==> src/sv/eais_pkg.sv <==
`timescale 1ns / 1ps
// ----------------------------------------------------------------------------
// Expert adapter index scatter package
// Shared widths, codes, default sizes and the divider handshake types.
// ----------------------------------------------------------------------------
package eais_pkg;

    localparam int ROWS_DEFAULT     = 1024;
    localparam int ADAPTERS_DEFAULT = 64;
    localparam int TOKEN_DEPTH      = 1024;

    localparam int ACTION_W  = 2;
    localparam int TOKEN_W   = 10;
    localparam int SLOT_W    = 8;
    localparam int DEST_W    = 11;
    localparam int EXPERT_W  = 10;
    localparam int READ_W    = 10;
    localparam int ROUTE_W   = 17;
    localparam int ROW_W     = 10;
    localparam int K_W       = 7;
    localparam int ACOUNT_W  = 7;
    localparam int ECOUNT_W  = 11;
    localparam int MASK_W    = 64;
    localparam int CFG_IDX_W = 2;
    localparam int CFG_DATA_W = 64;
    // Wide enough to compare any position against any store depth.
    localparam int POS_W     = 13;

    localparam logic [ACTION_W-1:0] ACT_LOAD = 2'd0;
    localparam logic [ACTION_W-1:0] ACT_ROW  = 2'd1;
    localparam logic [ACTION_W-1:0] ACT_READ = 2'd2;

    localparam logic [CFG_IDX_W-1:0] REG_ADAPTER_COUNT = 2'd0;
    localparam logic [CFG_IDX_W-1:0] REG_ENABLE_MASK   = 2'd1;
    localparam logic [CFG_IDX_W-1:0] REG_TOP_K         = 2'd2;
    localparam logic [CFG_IDX_W-1:0] REG_EXPERT_COUNT  = 2'd3;

    localparam logic [ROUTE_W-1:0] NO_ROUTE  = '1;
    localparam logic [18:0]        ROUTE_MAX = 19'd65535;

    typedef struct packed {
        logic             start;
        logic [ROW_W-1:0] dividend;
        logic [K_W-1:0]   divisor;
    } div_req_t;

    typedef struct packed {
        logic             busy;
        logic             done;
        logic [ROW_W-1:0] quotient;
        logic [K_W-1:0]   remainder;
    } div_status_t;

endpackage

==> src/sv/eais_div.sv <==
`timescale 1ns / 1ps
// ----------------------------------------------------------------------------
// Expert adapter index scatter row divider
// Restoring divider, one quotient bit per cycle, for the row-to-token split.
// ----------------------------------------------------------------------------
module eais_div (
    input  logic                 clk,
    input  logic                 rst_n,
    input  eais_pkg::div_req_t   req,
    output eais_pkg::div_status_t status
);
    import eais_pkg::*;

    localparam int STEPS = ROW_W;
    localparam int CNT_W = $clog2(STEPS);

    logic [ROW_W-1:0] dvd_reg, dvd_next;
    logic [K_W-1:0]   rem_reg, rem_next;
    logic [K_W-1:0]   dvs_reg;
    logic [CNT_W-1:0] cnt_reg;
    logic             busy_reg;
    logic             done_reg;
    logic [K_W:0]     trial;
    logic             fits;

    always_comb
    begin
        trial    = {rem_reg, dvd_reg[ROW_W-1]};
        fits     = (trial >= {1'b0, dvs_reg});
        rem_next = fits ? K_W'(trial - {1'b0, dvs_reg}) : trial[K_W-1:0];
        dvd_next = {dvd_reg[ROW_W-2:0], fits};
    end

    always_ff @(posedge clk or negedge rst_n)
    begin
        if (!rst_n)
        begin
            busy_reg <= 1'b0;
            done_reg <= 1'b0;
            cnt_reg  <= '0;
        end
        else
        begin
            // Done pulses for one cycle after the last quotient bit.
            done_reg <= !req.start && busy_reg && (cnt_reg == CNT_W'(STEPS - 1));
            if (req.start)
            begin
                busy_reg <= 1'b1;
                cnt_reg  <= '0;
            end
            else if (busy_reg)
            begin
                cnt_reg <= cnt_reg + 1'b1;
                if (cnt_reg == CNT_W'(STEPS - 1))
                begin
                    busy_reg <= 1'b0;
                end
            end
        end
    end

    always_ff @(posedge clk)
    begin
        if (req.start)
        begin
            dvd_reg <= req.dividend;
            dvs_reg <= req.divisor;
            rem_reg <= '0;
        end
        else if (busy_reg)
        begin
            dvd_reg <= dvd_next;
            rem_reg <= rem_next;
        end
    end

    assign status.busy      = busy_reg | done_reg;
    assign status.done      = done_reg;
    assign status.quotient  = dvd_reg;
    assign status.remainder = rem_reg;

endmodule

==> config.mk <==
export PLATFORM = sky130hd
export DESIGN_NAME = eais_div
export DESIGN_NICKNAME = d
export VERILOG_FILES = /design/src/sv/eais_pkg.sv /design/src/sv/eais_div.sv
export SDC_FILE = /design/constraint.sdc
export NUM_CORES = 1
export LEC_CHECK = 0
export BUFFER_PORTS_ARGS = -buffer_cell sky130_fd_sc_hd__clkbuf_2
export CAP_MARGIN = 25
export CELL_PAD_IN_SITES_DETAIL_PLACEMENT = 0
export CELL_PAD_IN_SITES_GLOBAL_PLACEMENT = 1
export CORE_UTILIZATION = 40
export CTS_BUF_LIST = sky130_fd_sc_hd__clkbuf_2
export DETAILED_ROUTE_END_ITERATION = 12
export GPL_TIMING_DRIVEN = 0
export MAX_ROUTING_LAYER = met4
export PLACE_DENSITY = 0.84
export REMOVE_ABC_BUFFERS = 1
export SKIP_CTS_REPAIR_TIMING = 1
export SYNTH_ARGS = -nofsm -noshare
export SYNTH_HDL_FRONTEND = slang
export SYNTH_SLANG_ARGS = --single-unit
==> constraint.sdc <==
create_clock -name clk -period 6 [get_ports clk]
set_clock_uncertainty 0.15 [all_clocks]
set_input_delay 1.2 -clock clk [delete_from_list [all_inputs] [get_ports clk]]
set_output_delay 1.2 -clock clk [all_outputs]
set_load 0.05 [all_outputs]
# Word-level counts from Yosys, hierarchy flattened
# Index checks and enable logic that the tools add are counted.
# Widths: inputs -> output; s select.
[classes] addsub=2 order_cmp=1 n_eq_ne=1 muxes=8 bitwise_logic=1 n_reduce_logical=4
[ops] cell="$mux 10" n=2
[ops] cell="$ge 8x7->1" n=1
[ops] cell="$mux 4" n=2
[ops] cell="$mux 7" n=1
[ops] cell="$sub 7x7->7" n=1
[ops] cell="$add 4x1->4 const B" n=1
[ops] cell="$eq 4x4->1 const B" n=1
[ops] cell="$mux 1" n=3
[ops] cell="$logic_and 1x1->1" n=2
[ops] cell="$reduce_bool 2->1" n=1
[ops] cell="$logic_not 1->1" n=1
[ops] cell="$or 1x1->1" n=1
[word_totals] register_bits=30 input_bits=20 out_inout_bits=19 elab_cells=23

# Longest topological paths before layout
[depth] depth_word=4 ltp_mapped=7 depth_no_buf=7

# Least setup slack after synthesis
# Ideal clock, no wire load.
[synth_path] kind="register to register" from="reg dvd_reg[9]" to="reg rem_reg[0]" setup_time_ps=95 arrival_time_ps=2328 required_ps=5755 path_slack_ps=3427 path_stages_with_launch=8 n_path_buf=0 path_cell_list="edfxtp_1 inv_1 ha_1 fa_1 nand2b_1 a211o_4 a311o_1 o311ai_1"
[synth_between] elab_chain_len=2 word_cells_on_any_way=3
[synth_lines] element="start, declared" line="eais_div.sv:17" source="logic [ROW_W-1:0] dvd_reg, dvd_next;"
[synth_lines] element="start signal, assigned" line="eais_div.sv:66" source="dvd_reg <= req.dividend;"
[synth_lines] element="start signal, assigned" line="eais_div.sv:72" source="dvd_reg <= dvd_next;"
[synth_lines] element="$sub 7x7->7 / $ge 8x7->1 (equally long branches)" line="eais_div.sv:30, eais_div.sv:29"
[synth_lines] element="$mux 7 (*)" line="eais_div.sv:30" source="rem_next = fits ? K_W'(trial - {1'b0, dvs_reg}) : trial[K_W-1:0];"
[synth_lines] element="end signal, assigned" line="eais_div.sv:73" source="rem_reg <= rem_next;"
[synth_lines] element="end, declared" line="eais_div.sv:18" source="logic [K_W-1:0] rem_reg, rem_next;"
# Mark *: on every way between the ends. The rest lies on a longest branch, timed or not.
# A chain may end at the register's enable or synchronous reset.

==> summary.txt <==
Drt
  – Routed WL: 3510 um
  – Detailed Route Iter0 Violations: just over 50
  – Total number of vias: 1313
  – DRC viols: 0
  – TritonRoute pass-1 iters: 6
  – WL/cell: roughly 14 um
  – Routed vias/inst: 5.38
  – Final ANT Viol Nets: 0

Die
  – Die Wd: 67.9 um
  – Initial Utilization: 42.6%
  – Die Y: between 60 and 70 um
  – Core Region: 4090 um2
  – Cell Rows: 23
  – Io pins: 39
  – Die Area: 4620 um2

Synthesis
  – Largest cells by area after synthesis: edfxtp_1 29%, dfrtp_1 8.6%, dfxtp_1 8.1%, ha_1 6.5%, mux2_2 6.5%
  – Gate Count Post-Synth: between 150 and 200
  – Synth unique cells: 48
  – Yosys top cell by area: edfxtp_1
  – Seq/Total Area, Yosys: between 40% and 50%
  – FFs w/ async S/R, synth: 20.0%
  – YS warnings: 0
  – #FFs+latches synth: 30
  – Dominant synthesized flop cell: edfxtp_1
  – Number of synthesized flops with an enable pin: 17
  – Synthesized cell area: about 1700 um2
  – Synth top area share: between 20% and 30%
  – Mean Syn Cell Area: ~11 um2

STA
  – Slew @ Worst Pin: 0.776 ns
  – Tmin final: 2.98 ns
  – Fin Setup TNS: 0 ns
  – Worst rel slew slack: roughly half
  – Hold WS: between 0.4 and 0.5 ns
  – # setup viols final: 0
  – Period utilization: 49.7%
  – Fin. Hold Viols: 0
  – RSZ-0062 raised after global routing: false
  – Max Slew Vio Count: 0
  – Max Clk Rate: 0.335 GHz

Power and ir drop
  – Leak: 0.884 nW
  – Maximum VDD drop: 0.000193 V
  – PwrDens: 357 nW/um2

Global routing
  – GRT Overall Usage: between 10% and 20%
  – Vias in the first global route: about 1.3k
  – First-pass GRT wire length: 5900 um
  – Largest net degree at the start of global routing: 39
  – Initial antenna violation count: 0
  – Global route overflow: 0

Final layout
  – Max reg flops: 10
  – Layout cells sized above 1: between 30% and 40%
  – Area growth syn-to-layout: 14.5%
  – Non-Filler Instances: about 240
  – Antenna diodes: 0
  – Design area: 1990 um2
  – Final #Nets: about 220

Setup path
  – Buf/Inv on CP: 1
  – Cell chain of the critical path: or2_2, clkbuf_2
  – WP data arrival: 1.63 ns
  – Worst Path Required: 4.65 ns
  – Critical Path Max Stage Delay: approximately 0.66 ns
  – Critical Path End Type: output port
  – Top delay family on crit path: flip-flops
  – Maximum fanout along the worst path: 24
  – Max stage delay cell, worst path: dfrtp_1
  – Worst Path Class, Setup: reg2out
  – Reg2reg setup slack: 3.62 ns
  – CP startpoint kind: flop

Placed design
  – Final GP Congestion: 0.801
  – Port Buffers: 38
  – Placed cell count: approximately 240
  – DP Wirelength: 2590 um
  – Placement Cell Area: 1950 um2

CTS
  – Clock sink count: 30
  – H-Tree Level Count: 2
  – CTS Buffer Depth: 2
  – CTS tree: done
  – Clock latency on the worst-skew pair: around 0.36 ns
  – Clk slew on worst S/H paths: 0.16 ns
  – Num CTS Buffers: 5
  – Root Buffer Master: clkbuf_2

Worst hold path
  – Hold Crit Class: reg2reg

Status
  – Status: completed

Flow run
  – Max_cap viols: 0
==> layout by cell type, fill, tap and decap left out, types with 2 or more instances in the layout <==
cell       n
a211oi_1   5
a21o_1     2
a311o_1    2
a31o_1     2
a41o_1     2
a41oi_1    2
clkbuf_2  44
dfrtp_1    6
dfxtp_1    7
edfxtp_1  17
ha_1       9
inv_1     11
mux2_2    10
nand2_1    7
nand2b_1   3
nand3_2    2
nand3b_1   3
nand4_1    2
nor2_1    12
nor2b_1    3
nor3b_1    7
o21ai_0    2
o311ai_1   3
o31ai_1    2
or2_2      3
or3b_2     2
xnor2_1    2
xor2_1     3
==> power breakdown <==
part / total (mW) / internal, mW / switching, mW
clock: 0.0946 / 0.0286 / 0.0659
sequential: 0.277 / 0.251 / 0.0259
combinational: 0.339 / 0.119 / 0.221
==> per-layer routing <==
layer	routed length [um]	share of wire (%)	track usage, %	vias up
li1	-	-	-	654
met1	1660	47	21.4	627
met2	1680	48	28.3	30
met3	148	4.2	5.67	2
met4	24	0.68	7.03	0
met5	0	0	-	-
==> cell usage after synthesis, types with 5 or more instances <==
library cell / count
a211oi_1: 5
inv_1: 11
dfxtp_1: 7
dfrtp_1: 6
nor3b_1: 7
edfxtp_1: 17
mux2_2: 10
nor2_1: 12
nand2_1: 7
ha_1: 9
==> final cells by class <==
cell class / count / area, um2
Fill cell: 398 / 2090
Multi-Input combinational cell: 107 / 858
Sequential cell: 30 / 801
Timing Repair Buffer: 38 / 190
Tap cell: 50 / 62.6
Inverter: 11 / 41.3
Clock buffer: 6 / 30.0
Clock inverter: 2 / 8.76
==> tightest hold or removal path: stages, from the launching register on <==
cell	delay (ns)
dfxtp_1	0.37
nand4_1	0.09
a311oi_1	0.08
==> worst paths after layout <==
| kind | startpoint | end | cells after the start |
|---|---|---|---|
| worst max-delay path | busy_reg$_DFF_PN0_ | status[18] | 2 |
| worst min-delay path | rem_reg[1]$_SDFFE_PP0P_ | rem_reg[2]$_SDFFE_PP0P_ | 2 |
| worst max register to register | dvd_reg[9]$_DFFE_PP_ | rem_reg[0]$_SDFFE_PP0P_ | 7 |
| worst min register to register | rem_reg[1]$_SDFFE_PP0P_ | rem_reg[2]$_SDFFE_PP0P_ | 2 |
| max in group asynchronous | rst_n | cnt_reg[0]$_DFFE_PN0P_ | 1 |
| min in group asynchronous | rst_n | busy_reg$_DFF_PN0_ | 1 |
==> logic make-up after synthesis <==
logic type | synth area share (%)
flip-flops | 46.0
multiplexers | 6.47
AO/OA/AOI/OAI | 14.9
adder cells (fa/ha/maj) | 7.63
buffers and inverters | 4.60
XOR/XNOR | 2.52
AND/OR/NAND/NOR | 17.8
==> stage by stage <==
step           util, %  setup WS (ns)  total power, mW
4_1_cts           48.7           2.98            0.716
3_5_place_dp      47.8           3.29            0.618
3_3_place_gp      47.8           3.33            0.610
5_1_grt           48.7           2.87            0.758
2_1_floorplan        -           3.43            0.537
6_report          48.7           3.02            0.711
Power figures use the tool's default switching activity.
